File: src/rtl/assert_macros.svh
// Assertion helpers, clocked on clk and held off while arst_n is low.
`ifndef ASSERT_MACROS_SVH
`define ASSERT_MACROS_SVH

// At most one bit of a vector set.
`define PSRF_ONEHOT0(label, vec, msg) \
	label: assert property (@(posedge clk) disable iff (!arst_n) $onehot0(vec)) \
		else $error(msg);

// Exactly one bit of a vector set.
`define PSRF_ONEHOT(label, vec, msg) \
	label: assert property (@(posedge clk) disable iff (!arst_n) $onehot(vec)) \
		else $error(msg);

// Condition a implies condition b in the same cycle.
`define PSRF_IMPLY(label, a, b, msg) \
	label: assert property (@(posedge clk) disable iff (!arst_n) (a) |-> (b)) \
		else $error(msg);

`endif

File: src/rtl/psrf_pkg.sv
package psrf_pkg;
	localparam int BL_N  = 64;
	localparam int LRU_N = 64;
	localparam int LRU_W = $clog2(LRU_N);

	localparam int IN_TDATA_W  = 144;
	localparam int OUT_TDATA_W = 8;
	localparam int CFG_IDX_W   = 3;
	localparam int CFG_DATA_W  = 36;
	localparam int QUO_W       = 35;

	localparam logic [29:0] NS_PER_SEC = 30'd1000000000;
	// floor(2^61 / 1e9): the estimate it gives is at most two below the true quotient
	localparam logic [31:0] RECIP_NS   = 32'd2305843009;
	localparam logic [15:0] ETYPE_IPV4 = 16'h0800;
	localparam logic [7:0]  PROTO_TCP  = 8'd6;
	localparam logic [15:0] ETH_HDR_LEN  = 16'd14;
	localparam logic [15:0] IPV4_MIN_LEN = 16'd34;
	localparam logic [6:0]  TCP_HDR_LEN  = 7'd20;

	localparam logic [CFG_IDX_W-1:0] CFG_FILTER_ENABLE = 3'd0;
	localparam logic [CFG_IDX_W-1:0] CFG_SYN_LIMIT     = 3'd1;
	localparam logic [CFG_IDX_W-1:0] CFG_SYN_WINDOW    = 3'd2;
	localparam logic [CFG_IDX_W-1:0] CFG_REFILL_RATE   = 3'd3;
	localparam logic [CFG_IDX_W-1:0] CFG_BUCKET_CAP    = 3'd4;

	typedef enum logic [1:0] {
		OP_PACKET = 2'd0,
		OP_BL_ADD = 2'd1,
		OP_BL_DEL = 2'd2,
		OP_RSVD   = 2'd3
	} op_t;

	typedef enum logic [1:0] {
		VD_PASS  = 2'd0,
		VD_DROP  = 2'd1,
		VD_ABORT = 2'd2
	} verdict_t;

	typedef enum logic [3:0] {
		RS_FILTERED_PASS = 4'd0,
		RS_DISABLED      = 4'd1,
		RS_NOT_IPV4      = 4'd2,
		RS_BLACKLIST     = 4'd3,
		RS_SYN_FLOOD     = 4'd4,
		RS_RATE_LIMIT    = 4'd5,
		RS_TRUNCATED     = 4'd6,
		RS_OP_DONE       = 4'd7,
		RS_BL_FULL       = 4'd8
	} reason_t;

	typedef struct packed {
		logic add;
		logic remove;
	} bl_cmd_t;

	typedef struct packed {
		logic             touch;
		logic [LRU_W-1:0] touch_rank;
		logic             fill;
		logic             data_we;
		logic [63:0]      stamp;
		logic [31:0]      value;
	} lru_cmd_t;
endpackage

File: src/rtl/psrf_bl_cell.sv
module psrf_bl_cell import psrf_pkg::*; (
	input  logic        clk,
	input  logic        arst_n,
	input  logic [31:0] key,
	input  bl_cmd_t     cmd,
	input  logic        free_in,
	output logic        hit,
	output logic        free_out
);
	logic        valid_q;
	logic [31:0] addr_q;
	logic        take;

	assign hit      = valid_q && (addr_q == key);
	assign take     = cmd.add && !valid_q && !free_in;
	assign free_out = free_in || !valid_q;

	always_ff @(posedge clk or negedge arst_n) begin
		if (!arst_n) begin
			valid_q <= 1'b0;
		end else if (take) begin
			valid_q <= 1'b1;
		end else if (cmd.remove && hit) begin
			valid_q <= 1'b0;
		end
	end

	always_ff @(posedge clk) begin
		if (take) begin
			addr_q <= key;
		end
	end
endmodule

File: config.mk
export PLATFORM = sky130hd
export DESIGN_NAME = psrf_bl_cell
export DESIGN_NICKNAME = d
export VERILOG_FILES = /design/src/rtl/assert_macros.svh /design/src/rtl/psrf_pkg.sv /design/src/rtl/psrf_bl_cell.sv
export SDC_FILE = /design/constraint.sdc
export NUM_CORES = 1
export LEC_CHECK = 0
export ABC_AREA = 0
export CORE_UTILIZATION = 23
export DETAILED_ROUTE_END_ITERATION = 6
export DONT_BUFFER_PORTS = 1
export PLACE_DENSITY = 0.47
export SLEW_MARGIN = 40
export SYNTH_ARGS = -nofsm -noshare
export SYNTH_HDL_FRONTEND = slang
export SYNTH_SLANG_ARGS = --single-unit
File: constraint.sdc
create_clock -name clk -period 3.4 [get_ports clk]
set_clock_uncertainty 0.15 [all_clocks]
set_input_delay 0.68 -clock clk [delete_from_list [all_inputs] [get_ports clk]]
set_output_delay 0.68 -clock clk [all_outputs]
set_load 0.02 [all_outputs]
==> PnR_summary.wiki <==
{| class="wikitable"
! Metric !! Value
|-
| Result of the run || completed
|-
| Clock latency on the worst-skew pair || 0.27 ns
|-
| Vias in the first global route || 766
|-
| Count of vias placed by the detailed router || 693
|-
| I/O Pins || 39
|-
| Global-route wire length before repair || 3.72 mm
|-
| Total number of clock tree sinks || 33
|-
| Post-synthesis instance total || 86
|-
| Post-synthesis area per instance || 16.1 um2
|-
| Distinct cell type count of the synthesized netlist || 17
|-
| Highest fanout seen on the critical path || 2
|-
| Largest stage delay, worst path || 0.47 ns
|-
| Final count of hold timing violations || 0
|-
| Hold/Removal Path Class || in -> reg
|-
| Clock tree from TritonCTS || built
|-
| Final setup TNS || 0 ns
|-
| Ys Warns || 0
|-
| Hold_sp || key[17]
|-
| Post-route core utilization || 0.280
|-
| Post-CTS setup buffer count || 0
|-
| Number of nets at the end of the flow || 133
|-
| Largest net degree at the start of global routing || 22
|-
| DIE HEIGHT || 79.6 um
|-
| Sequential-to-total area share from yosys stat || 0.712
|-
| Total standard cell area after synthesis || 0.00138 mm2
|-
| Number of input and output port buffers inserted || 0
|-
| Most frequently used flop master after synthesis || sky130_fd_sc_hd__edfxtp_1
|-
| Element type at the critical path end || output pin
|-
| Layout Cell Area excl Fill || 0.00158 mm2
|-
| Setup-violating endpoint count in the final report || 0
|-
| Clk buf depth || 2
|-
| Clk pin slew, worst setup/hold paths || 0.06 ns
|-
| Detail Placement HPWL || 1.91 mm
|-
| Die Outline Area || 0.00633 mm2
|-
| Initial Util || 0.245
|-
| Initial antenna violation count || 0
|-
| Detailed-routing iteration count for the pre-antenna-repair pass || 4
|-
| Worst slew margin relative to its limit || 0.598
|-
| Overflow left after global routing || 0
|-
| Most common library cell in the layout ignoring fill and taps || sky130_fd_sc_hd__edfxtp_1
|-
| Number of enable-type register cells in the synthesized netlist || 32
|-
| Total of cells resized after clock tree synthesis || 0
|-
| Total nets after synthesis || 123
|-
| Cts bufs inserted || 5
|-
| Routability congestion estimate from global placement || 0.652
|-
| P per Cell Area || 464 mW/mm2
|-
| Worst VDD drop || 0.231 mV
|-
| Total wirelength of the detailed-routed design || 2.42 mm
|-
| Reported max-cap violation count || 0
|-
| RSZ-0062 raised after global routing || false
|-
| Detail Route Antenna Nets || 0
|-
| Cells along the critical path || xor2_1, nor4_1, nand4_1, or4_1, nor3_1, buf_4
|-
| Core Rows || 27
|-
| Fraction of final layout cells sized beyond drive strength 1 || 0.0833
|-
| Source of the critical timing path || key[12]
|-
| Commonest cells after routing, fill and taps aside || 32 x sky130_fd_sc_hd__edfxtp_1, 18 x sky130_fd_sc_hd__xor2_1, 11 x sky130_fd_sc_hd__xnor2_1
|-
| Fillcell total || 561
|-
| Global router's overall resource usage || 0.0852
|-
| Class of the most critical setup path || in -> out
|-
| R2r startpoint || addr_q[12]
|-
| Critical path data required time || 2.57 ns
|-
| Cell type with the largest total area after synthesis || sky130_fd_sc_hd__edfxtp_1
|-
| Critical Path Source Type || input port
|-
| WP buf/inv || 1
|-
| Period minus WS final || 3.02 ns
|-
| Top area cells in the synthesized netlist || sky130_fd_sc_hd__edfxtp_1 69%, sky130_fd_sc_hd__xor2_1 11%, sky130_fd_sc_hd__xnor2_1 7.0%, sky130_fd_sc_hd__dfrtp_1 1.8%, sky130_fd_sc_hd__nor4_1 1.8%
|-
| Share of the clock period used by the worst path || 0.889
|-
| Mean routed wirelength per cell || 14.4 um
|-
| Detailed router's first-iteration violation count || 32
|-
| Signed area change from the synthesized netlist to the final layout || 14.0%
|-
| Reported leakage power || 0.492 nW
|-
| Slowest library cell on the worst path || sky130_fd_sc_hd__or4_1
|-
| Family with the most delay on the worst path || simple AND/OR/NAND/NOR gates
|-
| Worst Tran Pin Value || 0.600 ns
|-
| Max-slew violation total from the final report || 0
|-
| Detailed-route DRC error count || 0
|-
| ANT cells || 0
|-
| Yosys top cell area share || 0.694
|-
| Signal arrival time at the worst endpoint || 2.19 ns
|-
| Clock root buffer || sky130_fd_sc_hd__clkbuf_8
|-
| Max frequency || 331 MHz
|-
| Number of buffers inserted for hold repair after clock tree synthesis || 1
|-
| Core region area || 0.00564 mm2
|-
| Vias per inst || 4.13
|-
| Die span in x || 79.6 um
|-
| Number of synthesized register bits || 33
|-
| Number of levels in the clock H-tree || 2
|-
| Ys async rst share || 0.0303
|-
| Instance area after placement || 0.00149 mm2
|}
## cells by family (layout without fill, tap and decap cells)
family                    after synthesis  after routing  synth area share
DFF                                    33             33             0.712
xor gates and xnor gates               29             29             0.184
and+or+nand+nor                        17             17            0.0714
AOI/OAI and AO/OA                       4              4            0.0244
buffers and inverters                   3             13           0.00814
## worst reg2reg max path: cells and delay by family (launching register included)
kind	cells	cell delay (ns)
AO/OA/AOI/OAI	1	0.36
AND/OR/NAND/NOR	3	1.00
flip-flops	1	0.38
XOR/XNOR	1	0.15
## final timing paths
| check | endpoint | slack (ns) | cells after the start |
|---|---|---|---|
| worst max-delay path | hit | 0.38 | 6 |
| worst min-delay path | addr_q[17] | 0.35 | 0 |
| worst max register to register | valid_q | 1.25 | 5 |
| worst min register to register | valid_q | 0.46 | 1 |
| max in group asynchronous | valid_q | 2.52 | 1 |
| min in group asynchronous | valid_q | 0.47 | 1 |
## final cells by class
cell class	instances	area (um2)	area share
Multi-Input combinational cell	50	389	0.247
Clock buffer	6	72.6	0.0460
Clock inverter	1	3.75	0.00238
Timing Repair Buffer	3	25.0	0.0159
Tap cell	72	90.1	0.0571
Inverter	3	11.3	0.00714
Sequential cell	33	986	0.625
## sequential cells by signal (all words and copies together) (netlist names)
| name | cells |
|---|---|
| addr_q | 32 |
| valid_q | 1 |
## cells in the mapped netlist, types with 2 or more instances
| cell type | count |
|---|---|
| sky130_fd_sc_hd__or4_1 | 2 |
| sky130_fd_sc_hd__inv_1 | 3 |
| sky130_fd_sc_hd__xnor2_1 | 11 |
| sky130_fd_sc_hd__xor2_1 | 18 |
| sky130_fd_sc_hd__nand2_1 | 3 |
| sky130_fd_sc_hd__nand4_1 | 3 |
| sky130_fd_sc_hd__nor2b_1 | 2 |
| sky130_fd_sc_hd__nor4_1 | 4 |
| sky130_fd_sc_hd__edfxtp_1 | 32 |
## report_power, final
| part | internal (mW) | leakage, nW | switching [mW] | total, mW |
|---|---|---|---|---|
| clock network | 0.138 | 0.0387 | 0.127 | 0.264 |
| registers | 0.446 | 0.296 | 0.0000000908 | 0.446 |
| logic | 0.0132 | 0.157 | 0.00938 | 0.0226 |
| total | 0.597 | 0.492 | 0.136 | 0.733 |
## per-stage QoR
stage / instances / worst slack [ns] / hold WS (ns) / total power, mW
global placement: 160 / 0.306 / 0.234 / 0.476
CTS: 168 / 0.344 / 0.332 / 0.750
finish: 168 / 0.377 / 0.348 / 0.733
floorplan: 86 / 0.452 / 0.234 / 0.473
global route: 168 / 0.236 / 0.322 / 0.773
detailed placement: 160 / 0.360 / 0.234 / 0.476
## layer usage
metal / wire length, um / global-route usage / share of wire / vias up
li1: - / - / - / 337
met1: 982 / 0.0934 / 0.41 / 324
met2: 1190 / 0.131 / 0.49 / 28
met3: 198 / 0.0480 / 0.082 / 4
met4: 48 / 0.0436 / 0.020 / 0
met5: 0 / 0 / 0 / -
Note: power is estimated with default switching activity, not from simulation.
