--- src/rtl/assert_macros.svh ---
// Assertion helpers, clocked on clk and held off while arst_n is low.
`ifndef ASSERT_MACROS_SVH
`define ASSERT_MACROS_SVH

// At most one bit of a vector set.
`define PSRF_ONEHOT0(label, vec, msg) \
	label: assert property (@(posedge clk) disable iff (!arst_n) $onehot0(vec)) \
		else $error(msg);

// Exactly one bit of a vector set.
`define PSRF_ONEHOT(label, vec, msg) \
	label: assert property (@(posedge clk) disable iff (!arst_n) $onehot(vec)) \
		else $error(msg);

// Condition a implies condition b in the same cycle.
`define PSRF_IMPLY(label, a, b, msg) \
	label: assert property (@(posedge clk) disable iff (!arst_n) (a) |-> (b)) \
		else $error(msg);

`endif

--- src/rtl/psrf_pkg.sv ---
package psrf_pkg;
	localparam int BL_N  = 64;
	localparam int LRU_N = 64;
	localparam int LRU_W = $clog2(LRU_N);

	localparam int IN_TDATA_W  = 144;
	localparam int OUT_TDATA_W = 8;
	localparam int CFG_IDX_W   = 3;
	localparam int CFG_DATA_W  = 36;
	localparam int QUO_W       = 35;

	localparam logic [29:0] NS_PER_SEC = 30'd1000000000;
	// floor(2^61 / 1e9): the estimate it gives is at most two below the true quotient
	localparam logic [31:0] RECIP_NS   = 32'd2305843009;
	localparam logic [15:0] ETYPE_IPV4 = 16'h0800;
	localparam logic [7:0]  PROTO_TCP  = 8'd6;
	localparam logic [15:0] ETH_HDR_LEN  = 16'd14;
	localparam logic [15:0] IPV4_MIN_LEN = 16'd34;
	localparam logic [6:0]  TCP_HDR_LEN  = 7'd20;

	localparam logic [CFG_IDX_W-1:0] CFG_FILTER_ENABLE = 3'd0;
	localparam logic [CFG_IDX_W-1:0] CFG_SYN_LIMIT     = 3'd1;
	localparam logic [CFG_IDX_W-1:0] CFG_SYN_WINDOW    = 3'd2;
	localparam logic [CFG_IDX_W-1:0] CFG_REFILL_RATE   = 3'd3;
	localparam logic [CFG_IDX_W-1:0] CFG_BUCKET_CAP    = 3'd4;

	typedef enum logic [1:0] {
		OP_PACKET = 2'd0,
		OP_BL_ADD = 2'd1,
		OP_BL_DEL = 2'd2,
		OP_RSVD   = 2'd3
	} op_t;

	typedef enum logic [1:0] {
		VD_PASS  = 2'd0,
		VD_DROP  = 2'd1,
		VD_ABORT = 2'd2
	} verdict_t;

	typedef enum logic [3:0] {
		RS_FILTERED_PASS = 4'd0,
		RS_DISABLED      = 4'd1,
		RS_NOT_IPV4      = 4'd2,
		RS_BLACKLIST     = 4'd3,
		RS_SYN_FLOOD     = 4'd4,
		RS_RATE_LIMIT    = 4'd5,
		RS_TRUNCATED     = 4'd6,
		RS_OP_DONE       = 4'd7,
		RS_BL_FULL       = 4'd8
	} reason_t;

	typedef struct packed {
		logic add;
		logic remove;
	} bl_cmd_t;

	typedef struct packed {
		logic             touch;
		logic [LRU_W-1:0] touch_rank;
		logic             fill;
		logic             data_we;
		logic [63:0]      stamp;
		logic [31:0]      value;
	} lru_cmd_t;
endpackage

--- src/rtl/psrf_refill.sv ---
module psrf_refill import psrf_pkg::*; (
	input  logic             clk,
	input  logic             arst_n,
	input  logic             start,
	input  logic [63:0]      elapsed,
	input  logic [29:0]      rate,
	output logic             done,
	output logic [QUO_W-1:0] quotient
);
	typedef enum logic [2:0] {
		U_IDLE,
		U_MUL,
		U_RLO,
		U_RHI,
		U_REM,
		U_FIX
	} u_state_t;

	u_state_t         ust_q;
	logic [1:0]       cnt_q;
	logic [63:0]      el_q;
	logic [63:0]      acc_q;
	logic [63:0]      plo_q;
	logic [QUO_W-1:0] est_q;
	logic [31:0]      rem_q;
	logic [QUO_W-1:0] quo_q;
	logic             done_q;
	logic [45:0]      pp;
	logic [63:0]      pp_sh;
	logic [31:0]      mop;
	logic [63:0]      rprod;
	logic [95:0]      psum;
	logic [31:0]      back;

	assign pp    = el_q[15:0] * rate;
	// one 32 by 32 multiplier, low half of the product first, high half next
	assign mop   = (ust_q == U_RLO) ? acc_q[31:0] : acc_q[63:32];
	assign rprod = mop * RECIP_NS;
	assign psum  = {rprod, 32'b0} + {32'b0, plo_q};
	// remainder fits in 32 bits, so the low bits of the back-product suffice
	assign back  = est_q[31:0] * NS_PER_SEC;

	always_comb begin
		case (cnt_q)
			2'd0:    pp_sh = {18'b0, pp};
			2'd1:    pp_sh = {2'b0, pp, 16'b0};
			2'd2:    pp_sh = {pp[31:0], 32'b0};
			default: pp_sh = {pp[15:0], 48'b0};
		endcase
	end

	always_ff @(posedge clk or negedge arst_n) begin
		if (!arst_n) begin
			ust_q  <= U_IDLE;
			cnt_q  <= '0;
			el_q   <= '0;
			acc_q  <= '0;
			plo_q  <= '0;
			est_q  <= '0;
			rem_q  <= '0;
			quo_q  <= '0;
			done_q <= 1'b0;
		end else begin
			done_q <= 1'b0;
			case (ust_q)
				U_IDLE: begin
					if (start) begin
						el_q  <= elapsed;
						acc_q <= '0;
						cnt_q <= '0;
						ust_q <= U_MUL;
					end
				end
				U_MUL: begin
					// one 16-bit slice of elapsed per cycle, product wraps at 64 bits
					acc_q <= acc_q + pp_sh;
					el_q  <= {16'b0, el_q[63:16]};
					cnt_q <= cnt_q + 2'd1;
					if (cnt_q == 2'd3) begin
						ust_q <= U_RLO;
					end
				end
				U_RLO: begin
					plo_q <= rprod;
					ust_q <= U_RHI;
				end
				U_RHI: begin
					// quotient estimate from the reciprocal, short by at most two
					est_q <= psum[95:61];
					ust_q <= U_REM;
				end
				U_REM: begin
					rem_q <= acc_q[31:0] - back;
					ust_q <= U_FIX;
				end
				U_FIX: begin
					if (rem_q >= {1'b0, NS_PER_SEC, 1'b0}) begin
						quo_q <= est_q + QUO_W'(2);
					end else if (rem_q >= {2'b0, NS_PER_SEC}) begin
						quo_q <= est_q + QUO_W'(1);
					end else begin
						quo_q <= est_q;
					end
					done_q <= 1'b1;
					ust_q  <= U_IDLE;
				end
				default: ust_q <= U_IDLE;
			endcase
		end
	end

	assign done     = done_q;
	assign quotient = quo_q;
endmodule
--- config.mk ---
export PLATFORM = sky130hd
export DESIGN_NAME = psrf_refill
export DESIGN_NICKNAME = d
export VERILOG_FILES = /design/src/rtl/assert_macros.svh /design/src/rtl/psrf_pkg.sv /design/src/rtl/psrf_refill.sv
export SDC_FILE = /design/constraint.sdc
export NUM_CORES = 2
export LEC_CHECK = 0
export ABC_AREA = 1
export BUFFER_PORTS_ARGS = -buffer_cell sky130_fd_sc_hd__buf_2
export CORE_MARGIN = 2
export CORE_UTILIZATION = 60
export CTS_CLUSTER_SIZE = 25
export DETAILED_ROUTE_END_ITERATION = 6
export MAX_ROUTING_LAYER = met4
export PLACE_DENSITY = 0.73
export SETUP_SLACK_MARGIN = 0.3
export SYNTH_ARGS = -nofsm -noshare
export SYNTH_HDL_FRONTEND = slang
export SYNTH_SLANG_ARGS = --single-unit
--- constraint.sdc ---
create_clock -name clk -period 13.6 [get_ports clk]
set_input_delay 3.4 -clock clk [delete_from_list [all_inputs] [get_ports clk]]
set_output_delay 3.4 -clock clk [all_outputs]
set_load 0.005 [all_outputs]
==> summary.md <==
| Metric | Value |
|---|---|
| Post-layout util | 0.6379 |
| Total Routing Usage GR | 0.4045 |
| Status | complete, no violations |
| CTS Buffer Depth | 3 |
| Pins Over Slew Limit | 0 |
| Gpl congestion | 1.039 |
| Syn avg cell area | 7.514 µm² |
| Req. time, crit path | 14060 ps |
| Core ar. | 94590 µm² |
| Worst skew pair latency | 620 ps |
| Clock root buffer | clkbuf_16 |
| Post-Syn Nets | 9228 |
| H-tree levels | 2 |
| Synthesis-stage register bit count | 259 |
| Initial antenna violation count | 2 |
| Worst-path fanout max | 16 |
| HP Class | reg -> reg |
| DR WL/cell | 21.02 µm |
| Area Growth Syn to Fin | 5.713% |
| Buffers & Inverters on Critical Path | 5 |
| Post-CTS sizing | 0 |
| Async S/R FF share, synth | 1.000 |
| Register area share after synthesis | 0.1136 |
| First-pass GRT wire length | 295.4 mm |
| Clk slew on worst S/H paths | 60 ps |
| Max-Cap Viols | 0 |
| DP HPWL | 159.9 mm |
| Worst Path Arrival | 12290 ps |
| Fin Clk Skew | 37.45 ps |
| CTS tree | done |
| Cell mode on critical path | nand2_1 |
| GRT overflow | 0 |
| Netlist Area Pre-Place | 57080 µm² |
| I/O Buffers | 132 |
| Post-synth EDFFs | 0 |
| Share of layout cells above drive strength 1 | 0.05558 |
| Drt via density | 5.652 |
| DR pass1 iterations | 6 |
| Die width | 312.4 µm |
| Count of final hold-check violations | 0 |
| DRC violations left | 0 |
| Tmin final | 11830 ps |
| RSZ-0062 raised after global routing | no |
| Post-CTS Setup Bufs | 0 |
| Fmax achieved | 84.56 MHz |
| Die H | 312.4 µm |
| TritonCTS buffer count | 35 |
| Antenna-violating nets left | 0 |
| Slew HR | 0.1554 |
| Measured slew at the worst slew-check pin | 1267 ps |
| Synthesized netlist cell count | 7596 |
| CP max-delay cell | nor4_1 |
| DR iter-0 viols | 4613 |
| Final setup viols | 0 |
| Vias | 50480 |
| Initial Utilization | 0.6034 |
| Critical Path End Type | register |
| Final cycle utilization of the critical path | 0.8696 |
| TNS Setup | 0 ps |
| Routed WL | 187.7 mm |
| CP max stage delay | 590 ps |
| Syn. warnings | 0 |
| Cell row count | 113 |
| Io pins | 133 |
| Worst hold margin | 477.2 ps |
| Largest net degree at the start of global routing | 116 |
| Unique masters post-synth | 61 |
| Crit Path Category | in -> reg |
| Total Nets Final | 9274 |
| Primary FF master, synth | dfrtp_1 |
| Fill count | 8391 |
| DIE AREA | 97610 µm² |
| Type of origin of the critical path | primary input |
| Number of global-route vias before repair | 51560 |
| Worst path top cell family by delay | adder cells |
| Clk sink count | 259 |
| CTS Hold Buffers Added | 0 |
## per-stage QoR
stage | cell area [µm²] | setup WS (ps) | instances
final | 60340 | 1774 | 8932
after global routing | 60330 | 1374 | 8931
after CTS | 60330 | 1941 | 8929
after detailed placement | 59130 | 1386 | 8870
after global placement | 59130 | 1316 | 8870
after floorplan | 57080 | 2945 | 7596
## state kept, by name, summed over array words and instances, names as in the netlist
| signal | count |
|---|---|
| acc_q | 64 |
| est_q | 35 |
| el_q | 64 |
| rem_q | 23 |
| ust_q | 3 |
| quotient | 35 |
| done | 1 |
| cnt_q | 2 |
| plo_q | 32 |
## area by class of cell
type	count	area, µm²	area share
multi-input combinational	5306	43000	0.7126
inverter	1846	6932	0.1149
sequential	259	6481	0.1074
tap	1265	1583	0.02623
timing repair buffer	194	1136	0.01883
clock buffer	42	972.2	0.01611
clock inverter	17	230.2	0.003816
antenna	3	7.507	0.0001244
## worst reg2reg max path: cells and delay by family (launching register included)
| kind | cells | cell delay [ps] |
|---|---|---|
| AO/OA/AOI/OAI | 4 | 680 |
| XOR/XNOR | 2 | 740 |
| adder cells (fa/ha/maj) | 10 | 4580 |
| buffers and inverters | 8 | 1520 |
| flip-flops | 1 | 390 |
| AND/OR/NAND/NOR | 14 | 2400 |
## layer usage
metal / share of wire / track usage / vias up
met5: 0 / - / -
met4: 0.047 / 0.1569 / 0
met3: 0.073 / 0.05289 / 469
met2: 0.47 / 0.6539 / 2137
met1: 0.41 / 0.5188 / 24440
li1: - / - / 23440
## final timing paths
check,start,slack (ps),depth (start not counted),to
hold reg to reg,quotient[7],480,2,quotient[7]
hold / removal,quotient[7],480,2,quotient[7]
max in group asynchronous,arst_n,8550,3,acc_q[60]
min in group asynchronous,arst_n,2890,1,el_q[32]
setup / recovery,rate[15],1770,34,acc_q[56]
setup reg to reg,ust_q[0],3160,38,est_q[18]
## cell families (layout without fill, tap and decap cells)
kind of cell,Yosys count,in the layout,share of synthesized area
AOI/OAI and AO/OA,905,905,0.08983
xor gates and xnor gates,157,157,0.02409
adders and majority gates,1535,1535,0.4391
buffers and inverters,2031,2099,0.1337
DFF,259,259,0.1136
other,0,3,0
and+or+nand+nor,2709,2709,0.1998
## cell usage after synthesis, types with 21 or more instances
library cell  number  area [µm²]
o21ai_0          323        1617
xor2_1           107       937.2
a21oi_1          282        1411
nand2_1         1711        6422
nor4_1            21       131.4
inv_1           1828        6862
ha_1             755        9447
nand4_1           56       350.3
nor3_1            48       240.2
o21bai_1          26       195.2
nand3_1          261        1306
nor2_2            34       212.7
a31oi_1           49       306.5
nor2_1           445        1670
xnor2_1           50       437.9
or2_2             21       131.4
dfrtp_1          259        6481
nand2_2           46       287.8
clkbuf_1         178       668.1
fa_1             780       15610
o22ai_1           82       513.0
a21o_1            30       225.2
## placed cells by master (no fill, tap or decap), types with 21 or more instances in the layout
cell          n
inv_1      1828
nand2_1    1710
fa_1        780
ha_1        755
nor2_1      445
o21ai_0     319
a21oi_1     282
nand3_1     259
dfrtp_1     259
buf_2       131
xor2_1      107
o22ai_1      82
buf_4        62
nand4_1      56
xnor2_1      50
a31oi_1      49
nor3_1       48
nand2_2      46
clkbuf_16    35
nor2_2       34
a21o_1       30
o21bai_1     26
o21ai_1      22
or2_2        21
nor4_1       21
Power is left out: the tool's default activity adds up to more than one toggle a clock period on the data nets, which glitch-free logic cannot reach.
